$ cat config.mk
export PLATFORM = sky130hd
export DESIGN_NAME = serial_setpoint_speed_stepper_unit
export DESIGN_NICKNAME = d
export VERILOG_FILES = /design/src/sv/sstep_pkg.sv /design/src/sv/serial_setpoint_speed_stepper_unit.sv
export SDC_FILE = /design/constraint.sdc
export NUM_CORES = 1
export LEC_CHECK = 0
export BUFFER_PORTS_ARGS = -buffer_cell sky130_fd_sc_hd__buf_4
export CORE_MARGIN = 4
export CORE_UTILIZATION = 30
export CTS_CLUSTER_DIAMETER = 150
export DETAILED_ROUTE_END_ITERATION = 10
export PLACE_DENSITY_LB_ADDON = 0.2
export SYNTH_ARGS = -nofsm -noshare
export SYNTH_HDL_FRONTEND = slang
export SYNTH_SLANG_ARGS = --single-unit
export TNS_END_PERCENT = 5
$ cat constraint.sdc
create_clock -name aclk -period 9.3 [get_ports aclk]
set_input_delay 0.93 -clock aclk [delete_from_list [all_inputs] [get_ports aclk]]
set_output_delay 0.93 -clock aclk [all_outputs]
set_load 0.02 [all_outputs]
$ cat src/sv/sstep_pkg.sv
// Shared types, constants and helper functions for the serial setpoint speed stepper.
package sstep_pkg;

    // Item kinds carried on the input tuser bit.
    typedef enum logic {
        ACT_BYTE = 1'b0,
        ACT_TICK = 1'b1
    } action_t;

    // Configuration register word indexes (byte address divided by four).
    typedef enum logic {
        REG_SETPOINT_LIMIT = 1'b0,
        REG_DUTY_MAX       = 1'b1
    } reg_idx_t;

    // Frame delimiter and ASCII zero.
    localparam logic [7:0]        STAR_CHAR = 8'h2A;
    localparam logic signed [15:0] ZERO_CHAR = 16'sd48;

    // Register reset values.
    localparam logic [7:0] SETPOINT_LIMIT_RESET = 8'd180;
    localparam logic [9:0] DUTY_MAX_RESET       = 10'd1023;

    // Speed is count*600/360 = count*5/3. It is computed as
    // (count*3415) >> 11, which is exact for every 8-bit count.
    localparam logic [11:0] SPEED_MUL   = 12'd3415;
    localparam int          SPEED_SHIFT = 11;

    // Signed width of the decimal frame total (up to three digits).
    localparam int TOTAL_W = 16;

    // Decimal weight of a digit position.
    function automatic int pow10(input int n);
        int r;
        r = 1;
        for (int k = 0; k < 3; k++) begin
            if (k < n) begin
                r = r * 10;
            end
        end
        return r;
    endfunction

endpackage

$ cat src/sv/serial_setpoint_speed_stepper_unit.sv
// Top level of the serial setpoint speed stepper: frame parser, speed and duty stepper.
//
// The block takes one word per clock on its input stream, unless the output stalls it,
// and gives one result word per accepted word. A word passes an input register and then
// the result register before its result is offered; the block sustains one word per
// cycle when the output side is ready. A byte word feeds the star-delimited
// decimal frame parser; a closing star loads the clamped setpoint and raises m_tuser.
// A tick word computes the speed as count*5/3 and moves the duty one step toward the
// setpoint, bounded by 0 and duty_max. Registers: setpoint_limit at byte address 0,
// duty_max at byte address 4.
module serial_setpoint_speed_stepper_unit
    import sstep_pkg::*;
#(
    parameter int DIGITS = 3
) (
    input  logic        aclk,
    input  logic        aresetn,
    // Input stream.
    input  logic        s_tvalid,
    output logic        s_tready,
    input  logic [15:0] s_tdata,   // [7:0] rx_byte, [15:8] pulse_count
    input  logic        s_tuser,   // [0] action
    // Result stream.
    output logic        m_tvalid,
    input  logic        m_tready,
    output logic [31:0] m_tdata,   // [9:0] duty, [18:10] measured_speed,
                                   // [26:19] target_speed, [31:27] zero
    output logic        m_tuser,   // [0] target_loaded
    // Configuration port.
    input  logic        psel,
    input  logic        penable,
    input  logic        pwrite,
    input  logic [2:0]  paddr,
    input  logic [31:0] pwdata,
    output logic [31:0] prdata,
    output logic        pready
);

    localparam int CNT_W = $clog2(DIGITS + 1);

    // Configuration registers.
    logic [7:0] setpoint_limit_reg;
    logic [9:0] duty_max_reg;
    reg_idx_t   cfg_idx;

    // Input stage.
    logic       in_valid_reg;
    action_t    in_action_reg;
    logic [7:0] in_rx_reg;
    logic [7:0] in_count_reg;

    // Block state.
    logic             in_frame_reg, in_frame_next;
    logic [CNT_W-1:0] digits_seen_reg, digits_seen_next;
    logic [7:0]       digit_reg [DIGITS];
    logic [7:0]       digit_next [DIGITS];
    logic [7:0]       target_reg, target_next;
    logic [9:0]       duty_reg, duty_next;
    logic [8:0]       speed_reg, speed_next;
    logic             loaded_next;

    // Result stage.
    logic       out_valid_reg;
    logic [9:0] out_duty_reg;
    logic [8:0] out_speed_reg;
    logic [7:0] out_target_reg;
    logic       out_loaded_reg;

    logic advance;

    // Working values.
    logic signed [TOTAL_W-1:0] total;
    logic [7:0]                frame_val;
    logic [19:0]               speed_prod;
    logic [8:0]                tick_speed;

    // Configuration access; registers are addressed by word.
    assign cfg_idx = reg_idx_t'(paddr[2]);
    assign pready  = 1'b1;

    always_ff @(posedge aclk) begin
        if (!aresetn) begin
            setpoint_limit_reg <= SETPOINT_LIMIT_RESET;
            duty_max_reg       <= DUTY_MAX_RESET;
        end else if (psel && penable && pwrite) begin
            unique case (cfg_idx)
                REG_SETPOINT_LIMIT: setpoint_limit_reg <= pwdata[7:0];
                REG_DUTY_MAX:       duty_max_reg       <= pwdata[9:0];
                default:            ;
            endcase
        end
    end

    always_comb begin
        unique case (cfg_idx)
            REG_SETPOINT_LIMIT: prdata = {24'd0, setpoint_limit_reg};
            REG_DUTY_MAX:       prdata = {22'd0, duty_max_reg};
            default:            prdata = 32'd0;
        endcase
    end

    // Pipeline flow: a word moves to the result register when it is free or being taken.
    assign advance  = in_valid_reg && (!out_valid_reg || m_tready);
    assign s_tready = !in_valid_reg || advance;

    always_ff @(posedge aclk) begin
        if (!aresetn) begin
            in_valid_reg <= 1'b0;
        end else if (s_tready) begin
            in_valid_reg <= s_tvalid;
        end
    end

    always_ff @(posedge aclk) begin
        if (s_tvalid && s_tready) begin
            in_action_reg <= action_t'(s_tuser);
            in_rx_reg     <= s_tdata[7:0];
            in_count_reg  <= s_tdata[15:8];
        end
    end

    // Decimal value of the stored frame, clamped to [0, setpoint_limit].
    always_comb begin
        total = '0;
        for (int i = 0; i < DIGITS; i++) begin
            if (CNT_W'(i) < digits_seen_reg) begin
                total = total + ($signed({8'd0, digit_reg[i]}) - ZERO_CHAR)
                        * TOTAL_W'(pow10(DIGITS - 1 - i));
            end
        end
        if (total[TOTAL_W-1]) begin
            frame_val = 8'd0;
        end else if (total[TOTAL_W-2:0] > (TOTAL_W-1)'(setpoint_limit_reg)) begin
            frame_val = setpoint_limit_reg;
        end else begin
            frame_val = total[7:0];
        end
    end

    // Speed of a tick word.
    assign speed_prod = 20'(in_count_reg * SPEED_MUL);
    assign tick_speed = speed_prod[SPEED_SHIFT +: 9];

    // Next state for the word in the input register.
    always_comb begin
        in_frame_next    = in_frame_reg;
        digits_seen_next = digits_seen_reg;
        digit_next       = digit_reg;
        target_next      = target_reg;
        duty_next        = duty_reg;
        speed_next       = speed_reg;
        loaded_next      = 1'b0;
        case (in_action_reg)
            ACT_BYTE: begin
                if (!in_frame_reg) begin
                    if (in_rx_reg == STAR_CHAR) begin
                        in_frame_next = 1'b1;
                    end
                end else if (in_rx_reg == STAR_CHAR) begin
                    target_next      = frame_val;
                    loaded_next      = 1'b1;
                    in_frame_next    = 1'b0;
                    digits_seen_next = '0;
                    for (int i = 0; i < DIGITS; i++) begin
                        digit_next[i] = 8'd0;
                    end
                end else if (digits_seen_reg < CNT_W'(DIGITS)) begin
                    for (int i = 0; i < DIGITS; i++) begin
                        if (digits_seen_reg == CNT_W'(i)) begin
                            digit_next[i] = in_rx_reg;
                        end
                    end
                    digits_seen_next = digits_seen_reg + 1'b1;
                end
            end
            ACT_TICK: begin
                speed_next = tick_speed;
                if ({1'b0, target_reg} > tick_speed) begin
                    if (duty_reg < duty_max_reg) begin
                        duty_next = duty_reg + 1'b1;
                    end
                end else if ({1'b0, target_reg} < tick_speed) begin
                    if (duty_reg != 10'd0) begin
                        duty_next = duty_reg - 1'b1;
                    end
                end
            end
            default: ;
        endcase
    end

    // State update as the word leaves the input register.
    always_ff @(posedge aclk) begin
        if (!aresetn) begin
            in_frame_reg    <= 1'b0;
            digits_seen_reg <= '0;
            digit_reg       <= '{default: 8'd0};
            target_reg      <= 8'd0;
            duty_reg        <= 10'd0;
            speed_reg       <= 9'd0;
        end else if (advance) begin
            in_frame_reg    <= in_frame_next;
            digits_seen_reg <= digits_seen_next;
            digit_reg       <= digit_next;
            target_reg      <= target_next;
            duty_reg        <= duty_next;
            speed_reg       <= speed_next;
        end
    end

    // Result register.
    always_ff @(posedge aclk) begin
        if (!aresetn) begin
            out_valid_reg <= 1'b0;
        end else if (advance) begin
            out_valid_reg <= 1'b1;
        end else if (m_tready) begin
            out_valid_reg <= 1'b0;
        end
    end

    always_ff @(posedge aclk) begin
        if (advance) begin
            out_duty_reg   <= duty_next;
            out_speed_reg  <= speed_next;
            out_target_reg <= target_next;
            out_loaded_reg <= loaded_next;
        end
    end

    assign m_tvalid = out_valid_reg;
    assign m_tdata  = {5'd0, out_target_reg, out_speed_reg, out_duty_reg};
    assign m_tuser  = out_loaded_reg;

endmodule

# ---- After elaboration in Yosys (flattened, before gate mapping)
# Index checks and enable logic that the tools add are counted.
dict set report totals {
  rom_bits 0
  latchBits 0
  wordCells 98
  mem_count 0
  out_inout_bits 68
  in_bits 59
  register_bits 119
  ram_bits 0
}
dict set report op_classes {
  eq_ne 3
  n_bitwise 3
  mul 4
  n_mux 30
  magnitude_cmp 8
  shifts 0
  n_addsub 8
  div 0
  n_reduce_logical 23
}
# op n
set ops {}
lappend ops {{16-bit two-way mux} 5}
lappend ops {{8-bit two-way mux} 8}
lappend ops {{32-bit case mux with 2 select lines} 1}
lappend ops {{10-bit two-way mux} 5}
lappend ops {{24-bit two-way mux} 2}
lappend ops {{32-bit by 4-bit multiplier with 15-bit output (second input constant)} 1}
lappend ops {{9-bit by 16-bit multiplier with 16-bit output} 2}
lappend ops {{32-bit two-way mux} 1}
lappend ops {{8-bit by 6-bit subtractor with 9-bit output (second input constant)} 3}
lappend ops {{8-bit by 12-bit multiplier with 20-bit output (second input constant)} 1}
lappend ops {{16-bit adder} 1}
lappend ops {{16-bit by 9-bit adder with 16-bit output} 1}
lappend ops {{15-bit by 8-bit > comparator with 1-bit output} 1}
lappend ops {{5-bit AND reduction} 3}
lappend ops {{10-bit by 1-bit adder with 10-bit output (second input constant)} 1}
lappend ops {{10-bit less-than comparator} 1}
lappend ops {{10-bit nonzero test} 1}
lappend ops {{2-bit nonzero test} 5}
lappend ops {{10-bit by 1-bit subtractor with 10-bit output (second input constant)} 1}
lappend ops {{8-bit by 9-bit > comparator with 1-bit output} 1}
lappend ops {{8-bit by 9-bit less-than comparator with 1-bit output} 1}
lappend ops {{9-bit two-way mux} 1}
lappend ops {{8-bit by 6-bit equality test with 1-bit output (second input constant)} 1}
lappend ops {{2-bit AND reduction} 3}
lappend ops {{other kinds (15)} 28}

# ---- Logic depth before layout (Yosys ltp)
dict set report depth {
  word_depth 16
  mapped_depth 34
  mapped_depth_nobuf 33
}

# ---- Worst setup path after synthesis
# Ideal clock, no wire load.
dict set report synth_timing {
  kind {flip-flop to flip-flop}
  startpoint {register digit_reg[20] (netlist name)}
  endpoint {register out_target_reg[7] (data pin)}
  setup_time_ns 0.260
  setup_slack_ns 1.151
  synth_period_minus_slack_ns 8.149
  arrival_time_ns 7.889
  required_ns 9.040
  path_stages_with_launch 30
  path_cell_list {dfxtp_1 -> ha_1 -> or3_1 -> inv_1 -> ha_1 -> ha_1 -> ha_1 -> inv_1 -> fa_1 -> fa_1 -> inv_1 -> ha_1 -> fa_1 -> nor2b_1 -> fa_1 -> fa_1 -> ha_1 -> a211o_1 -> o21ai_0 -> mux2i_1 -> o311ai_0 -> ha_1 -> a21oi_1 -> o21ai_0 -> a21oi_1 -> xor2_1 -> nand4_1 -> a2111oi_4 -> mux2i_1 -> o21ai_1}
}
dict set report synth_via {
  elab_chain_len 13
}
# element line
set synth_lines {}
lappend synth_lines {{from (decl)} serial_setpoint_speed_stepper_unit.sv:55} ;# logic [7:0] digit_reg [DIGITS];
lappend synth_lines {{from (signal assigned)} serial_setpoint_speed_stepper_unit.sv:204} ;# digit_reg <= digit_next;
lappend synth_lines {{8-bit by 6-bit subtractor with 9-bit output (*)} serial_setpoint_speed_stepper_unit.sv:127} ;# total = total + ($signed({8'd0, digit_reg[i]}) - ZERO_CHAR)
lappend synth_lines {{9-bit by 16-bit multiplier with 16-bit output (*)} serial_setpoint_speed_stepper_unit.sv:128} ;# * TOTAL_W'(pow10(DIGITS - 1 - i));
lappend synth_lines {{16-bit two-way mux (*)} serial_setpoint_speed_stepper_unit.sv:126} ;# if (CNT_W'(i) < digits_seen_reg) begin
lappend synth_lines {{16-bit adder} serial_setpoint_speed_stepper_unit.sv:127}
lappend synth_lines {{16-bit two-way mux (*)} serial_setpoint_speed_stepper_unit.sv:126}
lappend synth_lines {{16-bit by 9-bit adder with 16-bit output} serial_setpoint_speed_stepper_unit.sv:127}
lappend synth_lines {{16-bit two-way mux (*)} serial_setpoint_speed_stepper_unit.sv:126}
lappend synth_lines {{15-bit by 8-bit > comparator with 1-bit output} serial_setpoint_speed_stepper_unit.sv:133} ;# end else if (total[TOTAL_W-2:0] > (TOTAL_W-1)'(setpoint_limit_reg)) begin
lappend synth_lines {{8-bit two-way mux} serial_setpoint_speed_stepper_unit.sv:133}
lappend synth_lines {{8-bit two-way mux (*)} serial_setpoint_speed_stepper_unit.sv:131} ;# if (total[TOTAL_W-1]) begin
lappend synth_lines {{8-bit two-way mux (*)} serial_setpoint_speed_stepper_unit.sv:159} ;# end else if (in_rx_reg == STAR_CHAR) begin
lappend synth_lines {{8-bit two-way mux (*)} serial_setpoint_speed_stepper_unit.sv:155} ;# if (!in_frame_reg) begin
lappend synth_lines {{8-bit two-way mux (*)} serial_setpoint_speed_stepper_unit.sv:153} ;# case (in_action_reg)
lappend synth_lines {{via target_next[7]} serial_setpoint_speed_stepper_unit.sv:57} ;# logic [7:0] target_reg, target_next;
lappend synth_lines {{to (signal assigned)} serial_setpoint_speed_stepper_unit.sv:226} ;# out_target_reg <= target_next;
lappend synth_lines {{to (decl)} serial_setpoint_speed_stepper_unit.sv:66} ;# logic [7:0] out_target_reg;
# Mark *: on every way through the listed nets, which the timed path passes. The rest lies on a longest branch.
# A chain may end at the register's enable or synchronous reset.

# ---- Worst setup path in the final report
dict set report layout_timing {
  startpoint {register digit_reg[20] (netlist name)}
  endpoint {register out_target_reg[1] (data pin)}
}
# Same word-level chain as after synthesis.

==> run metrics <==
TritonCTS Sinks=119; CP Data Required Time=9.47 ns; global-route wire length before repair=43,430 µm; post-synthesis adder-cell area fraction=29.12%; CTS tree=done; async set or reset register ratio after synthesis=0%; drt total wl=26,140 µm; # DRC=0; fin nets=1,548; post-synthesis xor/xnor area fraction=3.740%; top-area cell type share of the netlist area=21.23%; H-Tree Depth=4; Synth Cell Area=10,910 µm²; Detailed Routing Iterations Pass 1=4; # diodes=0; GRT Max-Usage Layer=met2; Ys Warns=0; most frequent cell after synthesis=ha_1; cell taking the most area after synthesis=ha_1; Seq/Total Area, Yosys=25.98%; most frequent cell on the critical path=ha_1; crit end category=register; Rel. slew slack=17.04%; DIE HEIGHT=198.7 µm; worst reg2reg path endpoint=out_target_reg[1]$_DFFE_PP_; row cnt=69; Max stage delay cell, worst path=fa_1; Clock Path Buffers=2; Fmax achieved=114.2 MHz; io pins=127; Gate Count Post-Synth=1,192; post-synthesis simple-gate area fraction=13.32%; multiplexer area fraction after synthesis=6.207%; RSZ-0062 raised after global routing=true; routed len/inst=15.06 µm; drt initial violations=382; worst-skew pair later-pin latency=0.43 ns; CP max FO=8; Power Density=151.2 nW/µm²; placed insts=1,703; initial core utilization=30.51%; CTS Buf Count=17; Final Hold Viols=0; final setup skew=0.01017 ns; vias per cell=4.793; Startpoint Class=register; post-synthesis sequential element count=119; Hold/Removal Path Class=register to register; Crit Path Category=register to register; max-slew violation count=0; Routability Congestion=0.8183; R2R cell count=30; GR Layer Usage met3=2.778%; grt ovf=0; I/O Buffers=74; Hold Worst Slack=0.4473 ns; Setup-failing EPs final=0; Hold Path Depth=2; GRT Total Usage=13.76%; Post-synth EDFFs=45; DPL Wire Length=20,960 µm; ANT nets after route=0; Die X=198.7 µm; r2r startpoint=digit_reg[20]$_SDFFE_PN0P_; layout cells sized above 1=10.83%; Finished Core Util=34.85%; Clk Tree Root Cell=clkbuf_16; M2 GR Usage=22.07%; Mean Syn Cell Area=9.149 µm²; met1 Use GR=18.95%; crit path DAT=8.92 ns; hold endpoint=target_reg[0]$_SDFFE_PN0P_; # fillers=3,760; initial antenna violation count=0; outcome=finished, final reports clean; Post-DP Area=11,870 µm²; flop-to-flop setup slack=0.54 ns; Largest register FFs=24; Crit path largest cell delay=0.52 ns; Post-Place Worst Slack=0.3878 ns; Max VDD drop=0.1081 mV; largest family of logic cells by synthesized area=adder cells; setup TNS=0 ns; Hold Buf Count CTS=0; Total Power=1.883 mW; CORE AREA=35,740 µm²; Synth Area in Compound Gates=13.86%; largest cells by area after synthesis=ha_1 21%, dfxtp_1 14%, edfxtp_1 12%; Distinct cells, synth=72; largest net degree at the start of global routing=38; area delta synth->final=14.23%; Hold Crit Start=target_reg[0]$_SDFFE_PN0P_; Synth top cells by count=185 x ha_1, 136 x inv_1, 98 x nand2_1; post-route cell area=12,460 µm²; CTS clk-pin slew, worst paths=0.06 ns; Period minus WS final=8.757 ns; Vias=8,316; Die ar.=39,470 µm²; vias in the first global route=8,397; Max Cap Viol=0; Final WS setup=0.5435 ns; prevailing post-synth register cell=dfxtp_1; fin crit share=94.16%; final non-filler cell total=1,735; slew at the pin closest to its max-slew limit=1.240 ns; total setup buffers inserted after CTS=0; leakage power=5.890 nW
worst max path at each step:
stage                          startpoint                          end  depth (start not counted)
6_report       digit_reg[20]$_SDFFE_PN0P_  out_target_reg[1]$_DFFE_PP_                         30
3_5_place_dp   digit_reg[20]$_SDFFE_PN0P_  out_target_reg[1]$_DFFE_PP_                         30
3_3_place_gp   digit_reg[20]$_SDFFE_PN0P_  out_target_reg[1]$_DFFE_PP_                         30
4_1_cts        digit_reg[20]$_SDFFE_PN0P_  out_target_reg[1]$_DFFE_PP_                         30
2_1_floorplan  digit_reg[20]$_SDFFE_PN0P_  out_target_reg[7]$_DFFE_PP_                         29
5_1_grt        digit_reg[20]$_SDFFE_PN0P_  out_target_reg[1]$_DFFE_PP_                         30
area by class of cell:
type / instances / area, µm² / area share [%]
Inverter: 139 / 521.8 / 4.188
Multi-Input combinational cell: 903 / 7331 / 58.85
Sequential cell: 119 / 2833 / 22.74
Tap cell: 461 / 576.8 / 4.630
Clock buffer: 22 / 496.7 / 3.988
Clock inverter: 10 / 90.09 / 0.7232
Timing Repair Buffer: 81 / 608.1 / 4.881
metal layers:
metal	vias to the layer above	part of all wire [%]
met5	-	0
met4	0	1.4
met3	23	4.0
met2	123	45
met1	3897	49
li1	4273	-
where the power goes:
group | internal, mW | leakage [nW] | total [mW] | switching [mW]
logic | 0.258 | 4.57 | 0.627 | 0.369
clock network | 0.406 | 0.286 | 0.652 | 0.246
registers | 0.583 | 1.03 | 0.604 | 0.0207
total | 1.25 | 5.89 | 1.88 | 0.636
repair_timing:
action                                 4_1_cts  5_1_grt
setup endpoints to repair                    0       10
endpoints found under the hold margin        0        0
resized for setup                            0        2
critical path, delay by kind of cell (launching register included):
family	cells	cell delay, ns
AO/OA/AOI/OAI	8	1.55
flip-flops	1	0.36
buffers and inverters	4	0.48
AND/OR/NAND/NOR	3	0.86
adder cells (fa/ha/maj)	12	4.48
XOR/XNOR	1	0.19
multiplexers	2	0.57
placed cells by master (no fill, tap or decap), types with 19 or more instances in the layout:
| master | synthesis | layout |
|---|---|---|
| ha_1 | 185 | 185 |
| inv_1 | 136 | 136 |
| nand2_1 | 98 | 98 |
| nor2_1 | 81 | 81 |
| buf_4 | 28 | 81 |
| dfxtp_1 | 74 | 74 |
| o21ai_0 | 54 | 53 |
| mux2i_1 | 50 | 50 |
| a21oi_1 | 49 | 49 |
| edfxtp_1 | 45 | 45 |
| fa_1 | 43 | 43 |
| nand3_1 | 31 | 31 |
| xnor2_1 | 29 | 29 |
| conb_1 | 2 | 28 |
| o211ai_1 | 22 | 22 |
| nand2b_1 | 19 | 19 |
| clkbuf_16 | 0 | 19 |
cells by family after synthesis:
logic type | Yosys count
AOI/OAI and AO/OA | 230
xor gates and xnor gates | 45
adders and majority gates | 228
buffers and inverters | 196
DFF | 119
muxes | 65
other | 2
and+or+nand+nor | 307
Note: power is estimated with default switching activity, not from simulation.
